==> src/rbp_pkg.sv <==
// ---------------------------------------------------------------------------
// rbp_pkg
// Shared types and codes of the read-bits response parser.
// ---------------------------------------------------------------------------
package rbp_pkg;

  // result kinds
  localparam logic KindBit    = 1'b0;
  localparam logic KindStatus = 1'b1;

  // frame status codes
  localparam logic [2:0] StatusOk        = 3'd0;
  localparam logic [2:0] StatusException = 3'd1;
  localparam logic [2:0] StatusWrongFunc = 3'd2;
  localparam logic [2:0] StatusTooShort  = 3'd3;
  localparam logic [2:0] StatusCountMis  = 3'd4;
  localparam logic [2:0] StatusBadLength = 3'd5;

  // configuration register indexes
  localparam logic [1:0] CfgExpectedFunction = 2'd0;
  localparam logic [1:0] CfgStartAddress     = 2'd1;
  localparam logic [1:0] CfgBitQuantity      = 2'd2;

  localparam logic [7:0] ExceptionFlag = 8'h80;
  localparam int unsigned BitsPerByte  = 8;
  localparam int unsigned QueueDepth   = 4;

  // one classified item handed from the front to the back
  typedef struct packed {
    logic [7:0]  data;        // data byte to unpack
    logic [3:0]  nbits;       // bit results to emit, 0 to 8
    logic [15:0] addr;        // address of the first bit
    logic        has_status;  // a status result follows the bits
    logic [2:0]  status;
    logic [7:0]  exc;
  } rbp_cmd_t;

endpackage

==> src/rbp_front.sv <==
// ---------------------------------------------------------------------------
// rbp_front
// Accepts frame bytes, tracks the frame phase and classifies each item into
// an unpack command for the back end.
// ---------------------------------------------------------------------------
module rbp_front #(
  parameter int unsigned MaxQuantity = 2000
) (
  input  logic              clk_i,
  input  logic              rst_ni,
  input  logic              cfg_we_i,
  input  logic [1:0]        cfg_index_i,
  input  logic [15:0]       cfg_data_i,
  input  logic              in_valid_i,
  output logic              in_stall_o,
  input  logic [7:0]        rx_byte_i,
  input  logic              frame_last_i,
  output logic              push_o,
  output rbp_pkg::rbp_cmd_t push_cmd_o,
  input  logic              full_i
);

  localparam logic [2:0] PhFunc  = 3'd0;
  localparam logic [2:0] PhExc   = 3'd1;
  localparam logic [2:0] PhCount = 3'd2;
  localparam logic [2:0] PhData  = 3'd3;
  localparam logic [2:0] PhSkip  = 3'd4;
  localparam logic [10:0] MaxQ   = 11'(MaxQuantity);

  logic [6:0]  exp_func_q;
  logic [15:0] start_addr_q;
  logic [10:0] quantity_q;

  logic [2:0]  phase_q, phase_d;
  logic [7:0]  hdr_q, hdr_d;
  logic [7:0]  seen_q, seen_d;
  logic [10:0] left_q, left_d;
  logic [15:0] addr_q, addr_d;
  logic [2:0]  err_q, err_d;
  logic [7:0]  exc_q, exc_d;

  logic        accept;
  logic [10:0] clamp_q;
  logic [11:0] round_up;
  logic [8:0]  want;
  logic [3:0]  k;
  logic [3:0]  nbits;
  logic [2:0]  st;

  assign in_stall_o = full_i;
  assign accept     = in_valid_i && !full_i;

  assign clamp_q  = (quantity_q > MaxQ) ? MaxQ : quantity_q;
  assign round_up = {1'b0, clamp_q} + 12'd7;
  assign want     = round_up[11:3];
  assign k        = (left_q > 11'(rbp_pkg::BitsPerByte)) ?
                    4'(rbp_pkg::BitsPerByte) : left_q[3:0];

  always_comb begin
    phase_d = phase_q;
    hdr_d   = hdr_q;
    seen_d  = seen_q;
    left_d  = left_q;
    addr_d  = addr_q;
    err_d   = err_q;
    exc_d   = exc_q;
    nbits   = 4'd0;
    unique case (phase_q)
      PhExc: begin
        exc_d   = rx_byte_i;
        err_d   = rbp_pkg::StatusException;
        phase_d = PhSkip;
      end
      PhCount: begin
        hdr_d   = rx_byte_i;
        seen_d  = 8'd0;
        left_d  = clamp_q;
        addr_d  = start_addr_q;
        phase_d = PhData;
      end
      PhData: begin
        if (seen_q >= hdr_q) begin
          err_d   = rbp_pkg::StatusCountMis;
          phase_d = PhSkip;
        end else begin
          seen_d = seen_q + 8'd1;
          nbits  = k;
          addr_d = addr_q + 16'(k);
          left_d = left_q - 11'(k);
        end
      end
      PhSkip: begin
      end
      default: begin
        if (rx_byte_i == {1'b0, exp_func_q}) begin
          phase_d = PhCount;
        end else if (rx_byte_i == ({1'b0, exp_func_q} | rbp_pkg::ExceptionFlag)) begin
          phase_d = PhExc;
        end else begin
          err_d   = rbp_pkg::StatusWrongFunc;
          phase_d = PhSkip;
        end
      end
    endcase

    // frame closing status, from the state after this byte
    priority if (phase_d == PhData) begin
      if (seen_d != hdr_d) begin
        st = rbp_pkg::StatusCountMis;
      end else if ({1'b0, hdr_d} != want) begin
        st = rbp_pkg::StatusBadLength;
      end else begin
        st = rbp_pkg::StatusOk;
      end
    end else if (phase_d == PhSkip) begin
      st = err_d;
    end else begin
      st = rbp_pkg::StatusTooShort;
    end
  end

  assign push_o                = accept && (nbits != 4'd0 || frame_last_i);
  assign push_cmd_o.data       = rx_byte_i;
  assign push_cmd_o.nbits      = nbits;
  assign push_cmd_o.addr       = addr_q;
  assign push_cmd_o.has_status = frame_last_i;
  assign push_cmd_o.status     = st;
  assign push_cmd_o.exc        = (st == rbp_pkg::StatusException) ? exc_d : 8'd0;

  always_ff @(posedge clk_i or negedge rst_ni) begin
    if (!rst_ni) begin
      exp_func_q   <= 7'd1;
      start_addr_q <= 16'd0;
      quantity_q   <= 11'd1;
    end else if (cfg_we_i) begin
      unique case (cfg_index_i)
        rbp_pkg::CfgExpectedFunction: exp_func_q   <= cfg_data_i[6:0];
        rbp_pkg::CfgStartAddress:     start_addr_q <= cfg_data_i;
        rbp_pkg::CfgBitQuantity:      quantity_q   <= cfg_data_i[10:0];
        default: begin
        end
      endcase
    end
  end

  always_ff @(posedge clk_i or negedge rst_ni) begin
    if (!rst_ni) begin
      phase_q <= PhFunc;
      hdr_q   <= 8'd0;
      seen_q  <= 8'd0;
      left_q  <= 11'd0;
      addr_q  <= 16'd0;
      err_q   <= 3'd0;
      exc_q   <= 8'd0;
    end else if (accept) begin
      if (frame_last_i) begin
        phase_q <= PhFunc;
        hdr_q   <= 8'd0;
        seen_q  <= 8'd0;
        left_q  <= 11'd0;
        addr_q  <= 16'd0;
        err_q   <= 3'd0;
        exc_q   <= 8'd0;
      end else begin
        phase_q <= phase_d;
        hdr_q   <= hdr_d;
        seen_q  <= seen_d;
        left_q  <= left_d;
        addr_q  <= addr_d;
        err_q   <= err_d;
        exc_q   <= exc_d;
      end
    end
  end

`ifndef SYNTH
  a_seen_le_hdr: assert property (@(posedge clk_i) disable iff (!rst_ni)
    (phase_q == PhData) |-> (seen_q <= hdr_q))
    else $error("data bytes counted past byte count");
  a_no_push_full: assert property (@(posedge clk_i) disable iff (!rst_ni)
    push_o |-> !full_i)
    else $error("push into full queue");
`endif

endmodule

==> src/rbp_cmd_fifo.sv <==
// ---------------------------------------------------------------------------
// rbp_cmd_fifo
// Short command queue between the front and the back end.
// ---------------------------------------------------------------------------
module rbp_cmd_fifo (
  input  logic              clk_i,
  input  logic              rst_ni,
  input  logic              push_i,
  input  rbp_pkg::rbp_cmd_t push_cmd_i,
  output logic              full_o,
  input  logic              pop_i,
  output logic              valid_o,
  output rbp_pkg::rbp_cmd_t head_o
);

  localparam int unsigned Depth = rbp_pkg::QueueDepth;
  localparam int unsigned PtrW  = $clog2(Depth);

  rbp_pkg::rbp_cmd_t entry_q [Depth];
  logic [PtrW-1:0]   wr_q, wr_d;
  logic [PtrW-1:0]   rd_q, rd_d;
  logic [PtrW:0]     cnt_q, cnt_d;

  assign full_o  = (cnt_q == (PtrW+1)'(Depth));
  assign valid_o = (cnt_q != '0);
  assign head_o  = entry_q[rd_q];

  always_comb begin
    wr_d  = push_i ? wr_q + 1'b1 : wr_q;
    rd_d  = pop_i ? rd_q + 1'b1 : rd_q;
    cnt_d = cnt_q + (PtrW+1)'(push_i) - (PtrW+1)'(pop_i);
  end

  always_ff @(posedge clk_i) begin
    if (push_i) begin
      entry_q[wr_q] <= push_cmd_i;
    end
  end

  always_ff @(posedge clk_i or negedge rst_ni) begin
    if (!rst_ni) begin
      wr_q  <= '0;
      rd_q  <= '0;
      cnt_q <= '0;
    end else begin
      wr_q  <= wr_d;
      rd_q  <= rd_d;
      cnt_q <= cnt_d;
    end
  end

`ifndef SYNTH
  a_no_pop_empty: assert property (@(posedge clk_i) disable iff (!rst_ni)
    pop_i |-> valid_o)
    else $error("pop from empty queue");
  a_count_bound: assert property (@(posedge clk_i) disable iff (!rst_ni)
    cnt_q <= (PtrW+1)'(Depth))
    else $error("queue count overflow");
`endif

endmodule

==> src/rbp_back.sv <==
// ---------------------------------------------------------------------------
// rbp_back
// Unpacks queued commands into bit results and the frame status result,
// one result per cycle into the output register while the output is not stalled.
// ---------------------------------------------------------------------------
module rbp_back (
  input  logic              clk_i,
  input  logic              rst_ni,
  input  logic              cmd_valid_i,
  input  rbp_pkg::rbp_cmd_t cmd_i,
  output logic              pop_o,
  output logic              out_valid_o,
  input  logic              out_stall_i,
  output logic              kind_o,
  output logic [15:0]       bit_address_o,
  output logic              bit_level_o,
  output logic [2:0]        status_o,
  output logic [7:0]        exception_code_o,
  output logic              last_o
);

  logic        valid_q;
  logic [3:0]  idx_q, idx_d;
  logic        advance;
  logic        is_bit;
  logic        done;
  logic        kind_q;
  logic [15:0] addr_q;
  logic        value_q;
  logic [2:0]  status_q;
  logic [7:0]  exc_q;
  logic        last_q;

  assign advance = cmd_valid_i && (!valid_q || !out_stall_i);
  assign is_bit  = (idx_q < cmd_i.nbits);
  // head is finished after its last bit when no status follows, or after status
  assign done    = is_bit ? ((idx_q + 4'd1 == cmd_i.nbits) && !cmd_i.has_status) : 1'b1;
  assign pop_o   = advance && done;
  assign idx_d   = done ? 4'd0 : idx_q + 4'd1;

  always_ff @(posedge clk_i or negedge rst_ni) begin
    if (!rst_ni) begin
      valid_q <= 1'b0;
      idx_q   <= 4'd0;
    end else begin
      if (advance) begin
        valid_q <= 1'b1;
        idx_q   <= idx_d;
      end else if (!out_stall_i) begin
        valid_q <= 1'b0;
      end
    end
  end

  always_ff @(posedge clk_i) begin
    if (advance) begin
      if (is_bit) begin
        kind_q   <= rbp_pkg::KindBit;
        addr_q   <= cmd_i.addr + 16'(idx_q);
        value_q  <= cmd_i.data[idx_q[2:0]];
        status_q <= rbp_pkg::StatusOk;
        exc_q    <= 8'd0;
        last_q   <= 1'b0;
      end else begin
        kind_q   <= rbp_pkg::KindStatus;
        addr_q   <= 16'd0;
        value_q  <= 1'b0;
        status_q <= cmd_i.status;
        exc_q    <= cmd_i.exc;
        last_q   <= 1'b1;
      end
    end
  end

  assign out_valid_o      = valid_q;
  assign kind_o           = kind_q;
  assign bit_address_o    = addr_q;
  assign bit_level_o      = value_q;
  assign status_o         = status_q;
  assign exception_code_o = exc_q;
  assign last_o           = last_q;

`ifndef SYNTH
  a_idx_bound: assert property (@(posedge clk_i) disable iff (!rst_ni)
    cmd_valid_i |-> (idx_q <= cmd_i.nbits))
    else $error("unpack index past command bit count");
`endif

endmodule

==> src/read_bits_response_parser_unit.sv <==
// ---------------------------------------------------------------------------
// read_bits_response_parser_unit
// Streaming parser for read-coils / read-discrete-inputs response frames.
// ---------------------------------------------------------------------------
//  channel  dir  handshake             payload
//  in       in   in_valid_i/in_stall_o rx_byte_i, frame_last_i
//  out      out  out_valid_o/out_stall_i kind, bit_address, bit_level, status,
//                                        exception_code, last
//  cfg      in   cfg_we_i              cfg_index_i, cfg_data_i
//
// A byte is accepted every cycle while the command queue has room.
// Results leave one per cycle from the output register unless out_stall_i holds them,
// so a last data byte of a frame yields up to eight bit results and the status result.
// Reset is asynchronous and clears frame state, queue and output valid.
// The input stalls only when the command queue is full.
// ---------------------------------------------------------------------------
module read_bits_response_parser_unit #(
  parameter int unsigned MaxQuantity = 2000
) (
  input  logic        clk_i,
  input  logic        rst_ni,
  input  logic        cfg_we_i,
  input  logic [1:0]  cfg_index_i,
  input  logic [15:0] cfg_data_i,
  input  logic        in_valid_i,
  output logic        in_stall_o,
  input  logic [7:0]  rx_byte_i,
  input  logic        frame_last_i,
  output logic        out_valid_o,
  input  logic        out_stall_i,
  output logic        kind_o,
  output logic [15:0] bit_address_o,
  output logic        bit_level_o,
  output logic [2:0]  status_o,
  output logic [7:0]  exception_code_o,
  output logic        last_o
);

  logic              push;
  rbp_pkg::rbp_cmd_t push_cmd;
  logic              full;
  logic              pop;
  logic              head_valid;
  rbp_pkg::rbp_cmd_t head;

  rbp_front #(
    .MaxQuantity(MaxQuantity)
  ) u_front (
    .clk_i       (clk_i),
    .rst_ni      (rst_ni),
    .cfg_we_i    (cfg_we_i),
    .cfg_index_i (cfg_index_i),
    .cfg_data_i  (cfg_data_i),
    .in_valid_i  (in_valid_i),
    .in_stall_o  (in_stall_o),
    .rx_byte_i   (rx_byte_i),
    .frame_last_i(frame_last_i),
    .push_o      (push),
    .push_cmd_o  (push_cmd),
    .full_i      (full)
  );

  rbp_cmd_fifo u_fifo (
    .clk_i     (clk_i),
    .rst_ni    (rst_ni),
    .push_i    (push),
    .push_cmd_i(push_cmd),
    .full_o    (full),
    .pop_i     (pop),
    .valid_o   (head_valid),
    .head_o    (head)
  );

  rbp_back u_back (
    .clk_i           (clk_i),
    .rst_ni          (rst_ni),
    .cmd_valid_i     (head_valid),
    .cmd_i           (head),
    .pop_o           (pop),
    .out_valid_o     (out_valid_o),
    .out_stall_i     (out_stall_i),
    .kind_o          (kind_o),
    .bit_address_o   (bit_address_o),
    .bit_level_o     (bit_level_o),
    .status_o        (status_o),
    .exception_code_o(exception_code_o),
    .last_o          (last_o)
  );

endmodule

==> config.mk <==
export PLATFORM = sky130hd
export DESIGN_NAME = read_bits_response_parser_unit
export DESIGN_NICKNAME = d
export VERILOG_FILES = /design/src/rbp_pkg.sv /design/src/rbp_front.sv /design/src/rbp_cmd_fifo.sv /design/src/rbp_back.sv /design/src/read_bits_response_parser_unit.sv
export SDC_FILE = /design/constraint.sdc
export NUM_CORES = 1
export LEC_CHECK = 0
export ABC_AREA = 1
export BUFFER_PORTS_ARGS = -buffer_cell sky130_fd_sc_hd__buf_4
export CAP_MARGIN = 25
export CORE_MARGIN = 2
export CORE_UTILIZATION = 50
export DETAILED_ROUTE_END_ITERATION = 8
export HOLD_SLACK_MARGIN = 0.1
export PLACE_DENSITY_LB_ADDON = 0.15
export REMOVE_ABC_BUFFERS = 1
export SYNTH_ARGS = -nofsm -noshare
export SYNTH_HDL_FRONTEND = slang
export SYNTH_SLANG_ARGS = --single-unit
==> constraint.sdc <==
create_clock -name clk_i -period 3.9 [get_ports clk_i]
set_clock_uncertainty 0.05 [all_clocks]
set_input_delay 0.195 -clock clk_i [delete_from_list [all_inputs] [get_ports clk_i]]
set_output_delay 0.195 -clock clk_i [all_outputs]
set_load 0.01 [all_outputs]
==> summary.txt <==
Worst-case setup margin in the final layout -> 0.416 ns
IR Drop Worst-Case VDD -> 0.000351 V
Pin count of the biggest net entering global routing -> 52
TritonCTS clock tree -> built
Post-route setup TNS -> 0 ns
Mean Syn Cell Area -> 9.93 um^2
Cell types with the largest area share after synthesis -> sky130_fd_sc_hd__edfxtp_1 41%, sky130_fd_sc_hd__dfrtp_1 18%, sky130_fd_sc_hd__nand2_1 7.2%
Top-level port count -> 64
Initial antenna violation count -> 0
Hold Violations, Final -> 0
Data required time of the worst path -> 4.28 ns
Via count of the first global-routing pass -> 9787
Maximum net fanout on the critical path -> 51
Transition time at the pin with the least slew margin -> 0.703 ns
Area of the mapped netlist -> 13700 um^2
Core Area -> 27000 um^2
HPWL after detailed placement -> 20.8 mm
Synth-to-Final Area Change -> 17.4%
Starting utilization of the core area -> 50.8%
Clock-pin slew on the worst setup and hold paths -> 0.06 ns
Area occupied by registers -> 8260 um^2
RSZ-0062 raised after global routing -> no
Max-Cap Viols -> 0
Arrival time worst endpoint -> 3.86 ns
Largest buffer count on any clock path -> 3
Cell type with the highest aggregate area in the netlist -> sky130_fd_sc_hd__edfxtp_1
Critical path start-end classification -> reg -> reg
Sort of element at the end of the critical path -> flop
Drt initial violations -> 939
Number of sinks on the clock net -> 292
Post-DR wirelength/cell -> 16.9 um
Die X -> 169 um
Most used flip-flop cell after synthesis -> sky130_fd_sc_hd__edfxtp_1
Gp weighted congestion -> 0.864
F_max -> 287 MHz
Run status -> complete, no violations
Master cell of the clock root buffer -> sky130_fd_sc_hd__clkbuf_16
Vertical die dimension -> 169 um
Proportion of layout cells with a drive suffix above 1 -> 11.9%
P per Cell Area -> 675 nW/um^2
Routed wire length -> 31.3 mm
Total grt overflow -> 0
Sequential area share after synthesis -> 60.3%
Area taken by multi-input logic gates -> 4670 um^2
Number of design rule violations left after detail routing -> 0
Post-CTS Setup Repair Bufs -> 0
Global-route usage over all layers -> 22.4%
Number of fillers in the final layout -> 2255
Port-buffer cells -> 63
Number of instances in the synthesized netlist -> 1379
Area share of the leading cell type in the synthesized netlist -> 41.4%
Inserted Clock Buffers -> 30
Minimum period implied by the final worst setup slack -> 3.48 ns
Worst skew pair latency -> 0.55 ns
Portion of the clock cycle consumed by the worst path in the final layout -> 89.3%
Mean number of vias per cell -> 5.44
Type of the most critical hold path -> in -> async
Final number of setup-violating endpoints -> 0
Worst-case setup slack after placement -> 0.444 ns
Global-route wire length before repair -> 51.2 mm
Antenna violation net count after detailed routing -> 0
Max-slew violation count -> 0
Detailed-router iteration count before antenna repair -> 5
EDFF count, synth -> 189
Number of vias in the routed layout -> 10100
H-tree levels -> 1
Number of warnings reported in the yosys synthesis log -> 0
Worst slew slack as a fraction of its limit -> 53.0%
Crit path launch type -> flop
Fraction of synthesis flops using an asynchronous set or reset pin -> 35.3%
#FFs+latches synth -> 292
Area enclosed by the die boundary -> 28700 um^2
Post-layout nets -> 1547
Leakage power -> 6.75 nW
Post-synthesis cell type count -> 52
Total inserted antenna cells -> 0
Worst hold slack after final layout -> 0.126 ns
Rows -> 60
==> worst max-delay path, cell delays in order (launching register included) <==
cell                      delay, ns
sky130_fd_sc_hd__dfrtp_2       0.46
sky130_fd_sc_hd__inv_2         0.18
sky130_fd_sc_hd__buf_12        0.26
sky130_fd_sc_hd__nand2_1       0.08
sky130_fd_sc_hd__a32oi_1       0.28
sky130_fd_sc_hd__inv_1         0.08
sky130_fd_sc_hd__ha_1          0.29
sky130_fd_sc_hd__nand2_1       0.06
sky130_fd_sc_hd__nand2_1       0.05
sky130_fd_sc_hd__a31oi_1       0.20
sky130_fd_sc_hd__nand2_1       0.13
sky130_fd_sc_hd__nand2_1       0.10
sky130_fd_sc_hd__inv_1         0.08
sky130_fd_sc_hd__ha_1          0.28
sky130_fd_sc_hd__inv_1         0.04
sky130_fd_sc_hd__ha_1          0.18
sky130_fd_sc_hd__fa_1          0.37
sky130_fd_sc_hd__xor2_1        0.17
==> area by class of cell <==
class                           instances  area share [%]
Timing Repair Buffer                  121            6.51
Multi-Input combinational cell        878            29.1
Clock inverter                         21            1.68
Sequential cell                       292            51.4
Clock buffer                           35            4.98
Tap cell                              341            2.65
Inverter                              160            3.74
==> synth_stat cells (3+ instances only) <==
library cell	number
sky130_fd_sc_hd__nor2_1	140
sky130_fd_sc_hd__buf_1	4
sky130_fd_sc_hd__a21oi_1	42
sky130_fd_sc_hd__o21bai_1	4
sky130_fd_sc_hd__edfxtp_1	189
sky130_fd_sc_hd__a32oi_1	8
sky130_fd_sc_hd__o211ai_1	6
sky130_fd_sc_hd__clkinv_1	5
sky130_fd_sc_hd__o221ai_1	5
sky130_fd_sc_hd__nand3_1	49
sky130_fd_sc_hd__buf_4	4
sky130_fd_sc_hd__o22ai_1	45
sky130_fd_sc_hd__dfrtp_1	101
sky130_fd_sc_hd__xor2_1	24
sky130_fd_sc_hd__o21ai_1	12
sky130_fd_sc_hd__nor3_2	8
sky130_fd_sc_hd__o31ai_1	8
sky130_fd_sc_hd__nand4_1	6
sky130_fd_sc_hd__ha_1	29
sky130_fd_sc_hd__buf_2	7
sky130_fd_sc_hd__clkbuf_1	34
sky130_fd_sc_hd__a31oi_1	7
sky130_fd_sc_hd__nor3_1	8
sky130_fd_sc_hd__mux2_2	5
sky130_fd_sc_hd__nand2_1	264
sky130_fd_sc_hd__o21ai_0	167
sky130_fd_sc_hd__o21a_1	4
sky130_fd_sc_hd__inv_1	153
sky130_fd_sc_hd__mux2i_1	3
sky130_fd_sc_hd__xnor2_1	7
sky130_fd_sc_hd__fa_1	3
==> cells by family after synthesis <==
family	Yosys count	synth area share, %
buf+inv	209	5.90
simple gates	488	14.8
flops	292	60.3
xor+xnor	31	1.98
other cells	1	0.0274
fa+ha+maj	32	3.09
mux	8	0.630
compound gates	318	13.3
==> power by group <==
group	switching, mW	internal, mW	total (mW)
clock	1.20	1.86	3.06
sequential	0.292	4.03	4.32
combinational	2.22	1.25	3.47
total	3.71	7.14	10.9
==> metal layers <==
metal	share of wire, %	vias up	GRT usage [%]	wire length [um]
li1	-	4931	-	-
met1	47	4847	32.4	14700
met2	47	235	37.0	14700
met3	4.1	46	2.19	1270
met4	1.8	0	5.13	563
met5	0	-	0	0
==> final timing paths <==
check | from | endpoint | slack (ns) | depth (start not counted)
worst max-delay path | u_fifo.rd_q[0] | u_fifo.cnt_q[2] | 0.42 | 17
worst min-delay path | rst_ni | u_front.left_q[7] | 0.13 | 2
worst max register to register | u_fifo.rd_q[0] | u_fifo.cnt_q[2] | 0.42 | 17
worst min register to register | u_front.exc_q[4] | u_front.exc_q[4] | 0.43 | 2
max in group asynchronous | rst_ni | u_fifo.rd_q[0] | 2.80 | 3
min in group clk_i | cfg_index_i[0] | u_front.start_addr_q[0] | 0.15 | 5
==> registers in the layout, summed over array words and instances, names as in the netlist, 4 cells and up <==
| name | count |
|---|---|
| u_fifo.entry_q | 160 |
| u_front.exp_func_q | 7 |
| u_front.quantity_q | 11 |
| u_front.addr_q | 16 |
| u_back.exception_code_o | 8 |
| u_front.seen_q | 8 |
| u_back.idx_q | 4 |
| u_back.bit_address_o | 16 |
| u_front.exc_q | 8 |
| u_front.start_addr_q | 16 |
| u_front.left_q | 11 |
| u_front.hdr_q | 8 |
==> cell usage in the layout (no fill, tap or decap), types with 5 or more instances in the layout <==
master | netlist | final
sky130_fd_sc_hd__mux2_2 | 5 | 5
sky130_fd_sc_hd__o31ai_1 | 8 | 7
sky130_fd_sc_hd__nor3_2 | 8 | 8
sky130_fd_sc_hd__nand3_1 | 49 | 48
sky130_fd_sc_hd__nand2_1 | 264 | 264
sky130_fd_sc_hd__a32oi_1 | 8 | 8
sky130_fd_sc_hd__nor3_1 | 8 | 8
sky130_fd_sc_hd__nor2_1 | 140 | 135
sky130_fd_sc_hd__o211ai_1 | 6 | 6
sky130_fd_sc_hd__a21oi_1 | 42 | 42
sky130_fd_sc_hd__ha_1 | 29 | 29
sky130_fd_sc_hd__o21ai_0 | 167 | 167
sky130_fd_sc_hd__o22ai_1 | 45 | 45
sky130_fd_sc_hd__inv_1 | 153 | 153
sky130_fd_sc_hd__o221ai_1 | 5 | 5
sky130_fd_sc_hd__clkinvlp_4 | 0 | 5
sky130_fd_sc_hd__o21ai_1 | 12 | 12
sky130_fd_sc_hd__dfrtp_1 | 101 | 100
sky130_fd_sc_hd__edfxtp_1 | 189 | 189
sky130_fd_sc_hd__xor2_1 | 24 | 24
sky130_fd_sc_hd__nand4_1 | 6 | 6
sky130_fd_sc_hd__clkbuf_16 | 0 | 31
sky130_fd_sc_hd__clkinv_1 | 5 | 8
sky130_fd_sc_hd__a31oi_1 | 7 | 7
sky130_fd_sc_hd__xnor2_1 | 7 | 7
sky130_fd_sc_hd__buf_4 | 4 | 88
sky130_fd_sc_hd__nor2_4 | 2 | 6
sky130_fd_sc_hd__buf_12 | 0 | 5
sky130_fd_sc_hd__dlygate4sd3_1 | 0 | 27
sky130_fd_sc_hd__bufinv_16 | 0 | 6
==> stage by stage <==
stage / cell area (um^2) / std cells / power (mW) / utilization (%)
finish: 16100 / 1848 / 10.9 / 59.6
global route: 16100 / 1848 / 11.6 / 59.6
CTS: 16000 / 1847 / 10.9 / 59.5
detailed placement: 14700 / 1764 / 7.83 / 54.6
global placement: 14700 / 1764 / 7.75 / 54.6
floorplan: 13500 / 1330 / 6.48 / -
==> repair_timing <==
action | 4_1_cts | 5_1_grt
endpoints found under the setup margin | 0 | 2
hold buffers | 27 | 0
endpoints found under the hold margin | 117 | 0
resized for setup | 0 | 3
Note: power is estimated with default switching activity, not from simulation.
